`config.mk`:
```
export PLATFORM = sky130hd
export DESIGN_NAME = tlss_div_cell
export DESIGN_NICKNAME = d
export VERILOG_FILES = /design/src/hdl/tlss_div_cell.sv
export SDC_FILE = /design/constraint.sdc
export NUM_CORES = 1
export LEC_CHECK = 0
export BUFFER_PORTS_ARGS = -buffer_cell sky130_fd_sc_hd__buf_2
export CAP_MARGIN = 10
export CELL_PAD_IN_SITES_DETAIL_PLACEMENT = 0
export CELL_PAD_IN_SITES_GLOBAL_PLACEMENT = 1
export CORE_ASPECT_RATIO = 0.8
export CORE_UTILIZATION = 31
export DETAILED_ROUTE_END_ITERATION = 16
export PLACE_DENSITY_LB_ADDON = 0.1
export SLEW_MARGIN = 0
export SYNTH_ARGS = -nofsm -noshare
export SYNTH_HDL_FRONTEND = slang
export SYNTH_SLANG_ARGS = --single-unit
export TNS_END_PERCENT = 100
```
`constraint.sdc`:
```
create_clock -name clk_i -period 2.8 [get_ports clk_i]
set_clock_uncertainty 0.15 [all_clocks]
set_input_delay 0.14 -clock clk_i [delete_from_list [all_inputs] [get_ports clk_i]]
set_output_delay 0.14 -clock clk_i [all_outputs]
set_load 0.005 [all_outputs]
```
`src/hdl/tlss_div_cell.sv`:
```
// One step of the restoring divide: one quotient bit per cell.
module tlss_div_cell (
  input  logic        clk_i,
  input  logic [16:0] rem_i,
  input  logic [32:0] num_i,
  input  logic [15:0] den_i,
  input  logic [16:0] quo_i,
  output logic [16:0] rem_o,
  output logic [32:0] num_o,
  output logic [15:0] den_o,
  output logic [16:0] quo_o
);
  logic [17:0] sh;
  logic [16:0] rem_d;
  logic        q;

  always_comb begin
    sh = {rem_i, num_i[32]};
    q  = (sh >= {2'b00, den_i});
    rem_d = q ? 17'(sh - {2'b00, den_i}) : sh[16:0];
  end

  // Advance one bit down the chain
  always_ff @(posedge clk_i) begin
    rem_o <= rem_d;
    num_o <= {num_i[31:0], 1'b0};
    den_o <= den_i;
    quo_o <= {quo_i[15:0], q};
  end
endmodule

```
==> impl_metrics.json <==
{
  "cts_tree": "done",
  "p_comb_frac": 0.205,
  "grt_setup_unrepaired": "false",
  "synth_top_family_by_area": "compound AO/OA/AOI/OAI gates",
  "fp.dieW_um": 106.8,
  "postCtsSetupBuffers": 0,
  "dr_wl_met3_um": 590,
  "place_ws_ns": 0.1535,
  "synthXorXnorAreaFrac": 0.03862,
  "synth.distinct_cells": 39,
  "p_clk_frac": 0.299,
  "min_path_type": "in -> reg",
  "violations": "DRC",
  "max-cap-violations": 0,
  "critPathRequiredTime_ns": 2.88,
  "yosys.area.top_type": "dfxtp_1",
  "finalSetupTns_ns": 0,
  "initial_core_util": 0.3208,
  "vias_per_cell": 4.148,
  "remaining_drc_errors": 1,
  "top_layer": "met4",
  "cp-endpoint": "rem_o[3]",
  "place_congestion": 0.8064,
  "dr.pass1.iters": 10,
  "synth_ff_type": "dfxtp_1",
  "holdWs_ns": 0.07524,
  "cp_top_family": "buffers and inverters",
  "cp_max_fo": 18,
  "slew_headroom": 0.6393,
  "async_flop_share": 0,
  "grt_pass1_wl_mm": 11.71,
  "crit_cells": 11,
  "critPathMaxStageDelay_ns": 0.52,
  "ys_seq_area_frac": 0.6032,
  "power_density_nw_per_um2": 557.0,
  "die_h_um": 85.80,
  "dr_wl_met2_mm": 3.474,
  "drive_gt1_frac": 0.3884,
  "final_util": 0.5506,
  "synth.area.mux_share": 0.03586,
  "status": "finished, violations left",
  "vias": 2547,
  "first_global_vias": 2504,
  "ys_top_cells_by_area": "dfxtp_1 (60%), ha_1 (7.4%), a21oi_1 (2.9%)",
  "power_switching_uw": 695.7,
  "pin_count": 167,
  "core_um2": 8483,
  "synth_edf_count": 0,
  "hold_viol_final": 0,
  "grt_overflow": 0,
  "syn-cell-area_um2": 2721,
  "max_freq_mhz": 374.0,
  "totalPowerFinal_mw": 2.601,
  "period_share": 0.9549,
  "ant_nets": 0,
  "power.leakage_nw": 2.290,
  "clock-sinks": 82,
  "ys_seq_elements": 82,
  "grt_use_total": 0.1663,
  "slew_viol_final": 0,
  "port_buffers": 164,
  "hpwl_mm": 5.209,
  "root_buffer": "clkbuf_8",
  "critPathCaptureType": "flop",
  "num_antenna_cells": 0,
  "crit_slowest_cell": "dlygate4sd3_1",
  "synth_fa_ha_area_frac": 0.08092,
  "finalWirelength_mm": 7.402,
  "setup_ws_ns": 0.1262,
  "h-tree-depth": 3,
  "wl_met1_mm": 3.250,
  "grt_max_degree": 19,
  "postSynthAreaPerCell_um2": 11.20,
  "period_needed_ns": 2.674,
  "die_area_um2": 9160,
  "ir_drop_mv": 0.2516,
  "fin_nets": 598,
  "internal_power_mw": 1.906,
  "crit_buf_inv": 4,
  "worst_pin_slew_ns": 0.5377,
  "syn2layout_area_growth_pct": 71.63,
  "synthSimpleGateAreaFrac": 0.07816,
  "drt_iter0_markers": 96,
  "rows": 30,
  "synth_cells": 243,
  "synth_compound_area_frac": 0.1195,
  "path_class": "in -> reg",
  "setup_viol": 0,
  "clkTransAtPathRegs_ns": 0.08,
  "cp-start-kind": "input pin",
  "crit_chain": "dlygate4sd3_1, buf_2, ha_1, inv_1, fa_1, a21o_1, a221o_1, o211ai_2, nand3_4, buf_4, mux2_2",
  "wl_per_cell_um": 12.06,
  "clk_path_buf_depth": 2,
  "startpoint": "den_i[0]",
  "yosysTopAreaCellShare": 0.6032,
  "cts_buffers": 9,
  "seqCellArea_um2": 1642,
  "seq_power_share": 0.497,
  "synth_nets": 344,
  "crit_arrival_ns": 2.75,
  "netSwitchingFraction": 0.2674,
  "antenna_found_initial": 0,
  "multiInputGateArea_um2": 972.2,
  "fill_cells": 766,
  "yosysWarnings": 0
}
## synthesized netlist by cell type, types with 2 or more instances
master and n:
a211oi_1 6, a21o_1 3, a21oi_1 16, buf_2 2, clkbuf_1 2, dfxtp_1 82, ha_1 16, inv_1 21
mux2_2 6, mux2_4 2, nand2_1 11, nand2b_1 3, nand3_1 2, nand4_1 3, nor2_1 21, nor3_1 3
o211ai_1 2, o21a_1 2, o21ai_0 10, xnor2_1 5, xor2_1 7
## flip-flops by register name, summed over array words and instances (netlist names)
name / count
den_o: 16
num_o: 32
quo_o: 17
rem_o: 17
## metal layers
| layer | GRT usage | vias to the layer above |
|---|---|---|
| li1 | - | 1331 |
| met1 | 0.1945 | 1103 |
| met2 | 0.2786 | 107 |
| met3 | 0.06459 | 6 |
| met4 | 0.05729 | 0 |
| met5 | 0 | - |
## cell families (layout without fill, tap and decap cells)
family,Yosys count,after routing
DFF,82,82
AOI/OAI and AO/OA,50,50
and+or+nand+nor,46,46
buffers and inverters,27,286
adders and majority gates,17,17
xor gates and xnor gates,12,12
muxes,8,8
other,1,1
## power groups by stage
stage / combinational [mW] / sequential [mW] / clock [mW]
5_1_grt: 0.596 / 1.30 / 0.869
3_5_place_dp: 0.447 / 1.32 / 0
2_1_floorplan: 0.212 / 1.34 / 0
6_report: 0.533 / 1.29 / 0.777
4_1_cts: 0.538 / 1.29 / 0.820
3_3_place_gp: 0.443 / 1.32 / 0
## worst min-delay path: cells and delay by family
kind | cells | cell delay (ns)
adder cells (fa/ha/maj) | 1 | 0.17
AO/OA/AOI/OAI | 1 | 0.07
buffers and inverters | 2 | 0.15
## layout make-up
| type | count | area share |
|---|---|---|
| Timing Repair Buffer | 249 | 0.3557 |
| Sequential cell | 82 | 0.3515 |
| Multi-Input combinational cell | 134 | 0.2081 |
| Tap cell | 112 | 0.03000 |
| Clock buffer | 10 | 0.02732 |
| Inverter | 21 | 0.01688 |
| Clock inverter | 6 | 0.01045 |
## metrics by stage
step                instances  instance area [um^2]
finish                    614                  4671
global route              614                  4671
CTS                       614                  4663
detailed placement        517                  3676
global placement          517                  3676
floorplan                 243                  2721
## layout by cell type (no fill, tap or decap), drive strengths merged, types with 2 or more instances in the layout
master / n
xor2: 7
o21a: 2
ha: 16
nand4: 3
nor2: 21
dlygate4sd3: 81
clkinvlp: 3
inv: 24
nand3: 3
nor3: 3
buf: 168
a21oi: 16
xnor2: 5
o211ai: 3
dfxtp: 82
o21ai: 10
nand2b: 3
a21o: 3
a211oi: 6
clkbuf: 10
nand2: 11
mux2: 8
## repair_timing
item	CTS	global route
hold buffers	81	0
setup endpoints to repair	0	3
endpoints found under the hold margin	81	0
gates resized for setup	0	2
## worst min-delay path by stage
stage | startpoint | to | slack [ns] | depth (start not counted)
floorplan | den_i[0] | den_o[0] | 0.02 | 0
finish | num_i[32] | rem_o[0] | 0.08 | 4
global placement | num_i[27] | num_o[28] | 0.09 | 1
global route | num_i[32] | rem_o[0] | 0.04 | 4
detailed placement | num_i[27] | num_o[28] | 0.09 | 1
CTS | num_i[32] | rem_o[0] | 0.05 | 4
(Power assumes the default switching activity.)
