==> src/hdl/tlss_root_cell.sv <==
// One step of the restoring square root: two radicand bits per cell.
module tlss_root_cell (
  input  logic        clk_i,
  input  logic [65:0] rem_i,
  input  logic [32:0] root_i,
  input  logic [1:0]  bits_i,
  output logic [65:0] rem_o,
  output logic [32:0] root_o
);
  logic [65:0] trial;
  logic [65:0] shifted;
  logic [65:0] rem_d;
  logic [32:0] root_d;

  always_comb begin
    shifted = {rem_i[63:0], bits_i};
    trial   = {31'd0, root_i, 2'b01};
    if (shifted >= trial) begin
      rem_d  = shifted - trial;
      root_d = {root_i[31:0], 1'b1};
    end else begin
      rem_d  = shifted;
      root_d = {root_i[31:0], 1'b0};
    end
  end

  // Hand the partial result to the next cell
  always_ff @(posedge clk_i) begin
    rem_o  <= rem_d;
    root_o <= root_d;
  end
endmodule

==> config.mk <==
export PLATFORM = sky130hd
export DESIGN_NAME = tlss_root_cell
export DESIGN_NICKNAME = d
export VERILOG_FILES = /design/src/hdl/tlss_root_cell.sv
export SDC_FILE = /design/constraint.sdc
export NUM_CORES = 1
export LEC_CHECK = 0
export BUFFER_PORTS_ARGS = -buffer_cell sky130_fd_sc_hd__buf_2
export CAP_MARGIN = 20
export CORE_MARGIN = 2
export CORE_UTILIZATION = 45
export DETAILED_ROUTE_END_ITERATION = 7
export GPL_TIMING_DRIVEN = 0
export PLACE_DENSITY = 0.79
export SYNTH_ARGS = -nofsm -noshare
export SYNTH_HDL_FRONTEND = slang
export SYNTH_SLANG_ARGS = --single-unit
export TNS_END_PERCENT = 100
==> constraint.sdc <==
create_clock -name clk_i -period 2.2 [get_ports clk_i]
set_clock_uncertainty 0.05 [all_clocks]
set_input_delay 0 -clock clk_i [delete_from_list [all_inputs] [get_ports clk_i]]
set_output_delay 0 -clock clk_i [all_outputs]
set_load 0.03 [all_outputs]
==> flow_summary.toml, run 1 <==
[outcome]
outcome = "complete, but fails checks"
violations = "negative setup slack"

[sta]
tightestPinTransition_ps = 585
finalSetupViolCount = 14
rsz0062_at_grt = "yes"
clock.fmax_ghz = 0.440
timing.hold.ws_ps = 6.56
slew_viol_final = 0
final_hold_viol_count = 0
relSlewSlack_pct = 60.6
period_share_pct = 103
finalCriticalPeriod_ps = 2270
finalWorstSetupSlack_ps = -73.6
tns_ps = -614

[place]
dp.cells = 1001
place_ws_ps = -734
gp_congestion = 0.892
hpwl_um = 11800
numPortBuffers = 196
place_area_mm2 = 0.00669

[final_layout]
area_growth_pct = 62.0
layout.cells.most_common = "buf_2"
fillers = 828
final_layout_size_suffix_gt1_share_pct = 36.0
final_util_pct = 73.8
layout_common_cells = "buf_2 (194), dfxtp_1 (99), dlygate4sd3_1 (98)"
final_nets = 1122
final_cell_area_mm2 = 0.00879
final-instance-count-excl-fill = 1137

[synthesis]
synthFlopType = "dfxtp_1"
synth-seq-area-share_pct = 36.5
synth_area_leaders = "dfxtp_1 (37%), ha_1 (8.1%), xor2_1 (6.1%), nand2_1 (5.5%), xnor2_1 (4.2%)"
synth_area_mm2 = 0.00543
syn_avg_cell_area_um2 = 8.25
synth_cell_types = 61
syn_inst = 658
yosys_register_bits = 99
yosys.area.top_type_share_pct = 36.5
synth-async-reset-ratio_pct = 0
synth-edff-count = 0
synth.largest_area_cell = "dfxtp_1"
syn_nets = 795
yosys_warnings = 0

[routing]
drtPass1Iterations = 6
wl_per_cell_um = 17.1
met2WireLength_um = 9470
met1Wirelength_um = 7850
ant_nets = 0
routed_via_density = 5.52
vias = 6280
highest_layer = "met5"
drc = 0
routed_wl_um = 19400
wl_met3_um = 1510
drt_iter0_markers = 637

[setup_path]
critical_path_class = "input port to register"
arrival_ps = 2460
crit_family = "simple AND/OR/NAND/NOR gates"
critPathMaxFanout = 5
cpPeakStageDelay_ps = 540
required_ps = 2390
end_kind = "register"
path_buf_inv = 2
cp_slowest_cell = "or4_4"
cp-start-kind = "input port"
path_cells = "buf_6, or4_4, nand2b_4, or2_4, nor4_4, nand4_1, o211ai_4, buf_6, nor4_4, xor2_1"

[global_routing]
grt_start_max_net_pins = 15
grt_pass1_wl_um = 28300
antenna_found_initial = 2
grt-ovfl-total = 0
grtUsageTotal_pct = 27.2
grt_pass1_vias = 5972

[job]
cap_violations = 0

[clock_tree]
cts.reportedPaths.clkPinSlew_ps = 60
cts_max_path_buffers = 2
clockRootBuffer = "clkbuf_16"
numCtsBuffers = 9
htree_levels = 3
clock-sinks = 99
cts_tree = "yes"

[floorplan]
die_area_mm2 = 0.0130
die_y_um = 114
coreArea_mm2 = 0.0119
io_pins = 201
start_util_pct = 45.6
chipWidth_um = 114
row_count = 40

[power_and_ir_drop]
leakage_nw = 3.78
vdd_drop_max_v = 0.000566
powerDensity_mw_per_mm2 = 634
p_total_mw = 5.57

[min_path]
hold_class = "input port to register"
[synthesized netlist by cell type (all sizes together), types with 3 or more instances]
cell	count
xor2	38
ha	35
a31oi	6
nand4b	6
nand2b	7
or4	5
o21ai	62
buf	10
a21oi	45
nand2	79
nand4	14
inv	45
a211oi	3
or2	7
a21o	5
nor4	18
o21a	8
nand3	14
dfxtp	99
nor3	19
xnor2	26
nor2	47
o2111ai	4
nor3b	3
o21bai	3
o31ai	3
o211ai	7
clkbuf	16
[where the power goes]
group | internal [mW] | switching [mW]
Combinational | 0.788 | 1.24
Clock | 0.792 | 0.694
Sequential | 2.01 | 0.0523
[registers in the layout, indices dropped and copies added (netlist names)]
| name | cells |
|---|---|
| root_o | 33 |
| rem_o | 66 |
[cell families after synthesis]
| logic type | Yosys count | synth area share [%] |
|---|---|---|
| AO/OA/AOI/OAI | 159 | 18.1 |
| XOR/XNOR | 64 | 10.3 |
| AND/OR/NAND/NOR | 229 | 20.9 |
| flip-flops | 99 | 36.5 |
| adder cells (fa/ha/maj) | 35 | 8.07 |
| multiplexers | 1 | 0.207 |
| buffers and inverters | 71 | 5.85 |
[metal layers]
metal  up-vias  global-route usage (%)
li1       2966                       -
met1      2902                    34.3
met2       350                    44.8
met3        60                    6.59
met4         2                    11.0
met5         -                       0
[layout make-up]
class	instances	area, µm²	area share, %
flip-flops and latches	99	1980	22.5
diodes	1	2.50	0.0285
repair buffers	322	2220	25.3
clock buffers	13	250	2.85
plain buffers	20	195	2.22
multi-input cells	488	3780	42.9
well taps	147	184	2.09
clock inverters	2	12.5	0.142
inverters	45	169	1.92
[timing repair]
| item | CTS | global route |
|---|---|---|
| cloned | 0 | 1 |
| pin swaps | 13 | 34 |
| hold buffers | 98 | 0 |
| setup endpoints to repair | 61 | 64 |
| hold endpoints to repair | 96 | 0 |
| resized for setup | 39 | 97 |
| setup buffers | 10 | 17 |
[final timing paths]
kind	end	cells past startpoint	start	slack, ps
max	rem_o[63]	10	rem_i[50]	-70
min	rem_o[55]	5	rem_i[50]	7
(Power assumes the default switching activity.)
==> run 2: changes to the inputs <==
--- a/config.mk
+++ b/config.mk
@@ -7,11 +7,13 @@
 export LEC_CHECK = 0
 export BUFFER_PORTS_ARGS = -buffer_cell sky130_fd_sc_hd__buf_2
 export CAP_MARGIN = 20
+export CELL_PAD_IN_SITES_DETAIL_PLACEMENT = 0
+export CELL_PAD_IN_SITES_GLOBAL_PLACEMENT = 1
 export CORE_MARGIN = 2
-export CORE_UTILIZATION = 45
+export CORE_UTILIZATION = 32
 export DETAILED_ROUTE_END_ITERATION = 7
 export GPL_TIMING_DRIVEN = 0
-export PLACE_DENSITY = 0.79
+export PLACE_DENSITY = 0.78
 export SYNTH_ARGS = -nofsm -noshare
 export SYNTH_HDL_FRONTEND = slang
 export SYNTH_SLANG_ARGS = --single-unit
==> constraint.sdc (replaced) <==
create_clock -name clk_i -period 2.2 [get_ports clk_i]
set_clock_uncertainty 0.05 [all_clocks]
set_input_delay 0.11 -clock clk_i [delete_from_list [all_inputs] [get_ports clk_i]]
set_output_delay 0.11 -clock clk_i [all_outputs]
set_load 0.03 [all_outputs]
==> run 2 against run 1 <==
Compared with the run above: the run still ends with negative setup slack left; cell count grew 8.3%; core utilization shrank 15 points; first-iteration DRC count shrank 49%; cell area grew 12%; global-route usage shrank 6.6 points; die area grew 39%; wire length grew 1.0%; count of clock-buffer cells in the layout shrank 4; non-clock buffer count grew 21; flip-flop and latch count is the same; worst hold slack gained 16 ps; largest cell class unchanged.
==> flow_summary.toml, run 2 (synthesis results as in run 1) <==
[setup_path]
path_cells = "buf_6, or4_4, nand2b_4, or2_4, nor4_4, nand4_1, o211ai_4, buf_8, nor4_4, xor2_1"
arrival_ps = 2580
critical_path_class = "input port to register"
cpPeakStageDelay_ps = 550
required_ps = 2390
cp-start-kind = "input port"
critPathMaxFanout = 5
crit_path_frequent_cell = "nor4_4"
end_kind = "register"
cp_slowest_cell = "or4_4"

[floorplan]
chipWidth_um = 134
row_count = 47
start_util_pct = 32.7
die_area_mm2 = 0.0180
coreArea_mm2 = 0.0166
io_pins = 201
die_y_um = 134

[global_routing]
grt-ovfl-total = 0
grt_pass1_wl_um = 29900
grt_start_max_net_pins = 20
grt_pass1_vias = 5989
antenna_found_initial = 1
grtUsageTotal_pct = 20.6

[final_layout]
largest_register_ffs = 66
diodes = 0
area_growth_pct = 81.1
fillers = 1473
regMostFlops = "rem_o"
final_cell_area_mm2 = 0.00983
final_layout_size_suffix_gt1_share_pct = 46.4
final_nets = 1143
multi_input_area_mm2 = 0.00429
layout.cells.most_common = "buf_2"
reg_top3 = "rem_o: 66 flops, root_o: 33 flops"
layout_common_cells = "buf_2 (181), dfxtp_1 (99), dlygate4sd3_1 (97)"
regArea_mm2 = 0.00198

[routing]
routed_wl_um = 19600
wl_per_cell_um = 15.9
vias = 6142
drt_iter0_markers = 325
drtPass1Iterations = 5
ant_nets = 0
routed_via_density = 4.99
drc = 0

[min_path]
hold_class = "input port to register"

[place]
hpwl_um = 13100
gp_congestion = 0.850
place_area_mm2 = 0.00703
numPortBuffers = 196

[sta]
final_hold_viol_count = 0
finalWorstSetupSlack_ps = -195
rsz0062_at_grt = "yes"
relSlewSlack_pct = 53.4
finalSetupViolCount = 48
period_share_pct = 109
clock.fmax_ghz = 0.418
slew_viol_final = 0
finalCriticalPeriod_ps = 2400
timing.hold.ws_ps = 22.8
tightestPinTransition_ps = 691

[clock_tree]
cts_max_path_buffers = 2
cts.reportedPaths.clkPinSlew_ps = 70
htree_levels = 3
cts_tree = "yes"
clock-sinks = 99
numCtsBuffers = 9
clockRootBuffer = "clkbuf_16"

[power_and_ir_drop]
p_total_mw = 5.81
leakage_nw = 4.25
powerDensity_mw_per_mm2 = 591
vdd_drop_max_v = 0.000369

[outcome]
outcome = "complete, but fails checks"
violations = "negative setup slack"

[job]
cap_violations = 0
-- run 2: what timing repair did --
action	4_1_cts	5_1_grt
endpoints found under the setup margin	65	66
resized for setup	79	163
pin swaps	23	64
setup buffers	33	18
hold endpoints to repair	96	0
cloned	4	3
hold buffers	97	0
-- run 2: layout make-up --
cell class | count | share of cell area [%]
Sequential cell | 99 | 20.2
Inverter | 45 | 1.85
Clock buffer | 9 | 2.29
Multi-Input combinational cell | 488 | 43.6
Buffer | 13 | 1.91
Clock inverter | 7 | 0.738
Tap cell | 220 | 2.80
Timing Repair Buffer | 350 | 26.7
-- run 2: metrics by stage --
stage               TNS [ps]  utilization, %  cells  worst slack [ps]
finish                 -3630            59.3   1231              -195
global placement      -44110            42.4   1074              -906
global route           -7970            59.3   1231              -254
detailed placement    -44020            42.4   1074              -795
floorplan              -1030               -    658             -78.1
CTS                     -346            54.3   1217             -74.2
-- run 2: routing by layer --
| layer | up-vias | track usage (%) | wire length (µm) |
|---|---|---|---|
| li1 | 3020 | - | - |
| met1 | 2885 | 27.6 | 8650 |
| met2 | 207 | 34.1 | 9450 |
| met3 | 28 | 4.12 | 1220 |
| met4 | 2 | 5.09 | 283 |
| met5 | - | 0 | 11 |
-- run 2: path summary, 6_finish.rpt --
path	end	start	slack, ps	cells past startpoint
hold / removal	rem_o[60]	rem_i[56]	20	3
setup / recovery	rem_o[63]	rem_i[53]	-200	10
-- run 2: worst max-delay path: cells and delay by family --
kind / cells / cell delay, ps
AOI/OAI and AO/OA: 1 / 210
xor gates and xnor gates: 1 / 170
buffers and inverters: 2 / 280
and+or+nand+nor: 6 / 1800
-- run 2: report_power, final --
part / switching (mW) / internal, mW / total [mW]
Clock: 0.790 / 0.801 / 1.59
Combinational: 1.29 / 0.882 / 2.17
Sequential: 0.0474 / 2.00 / 2.05
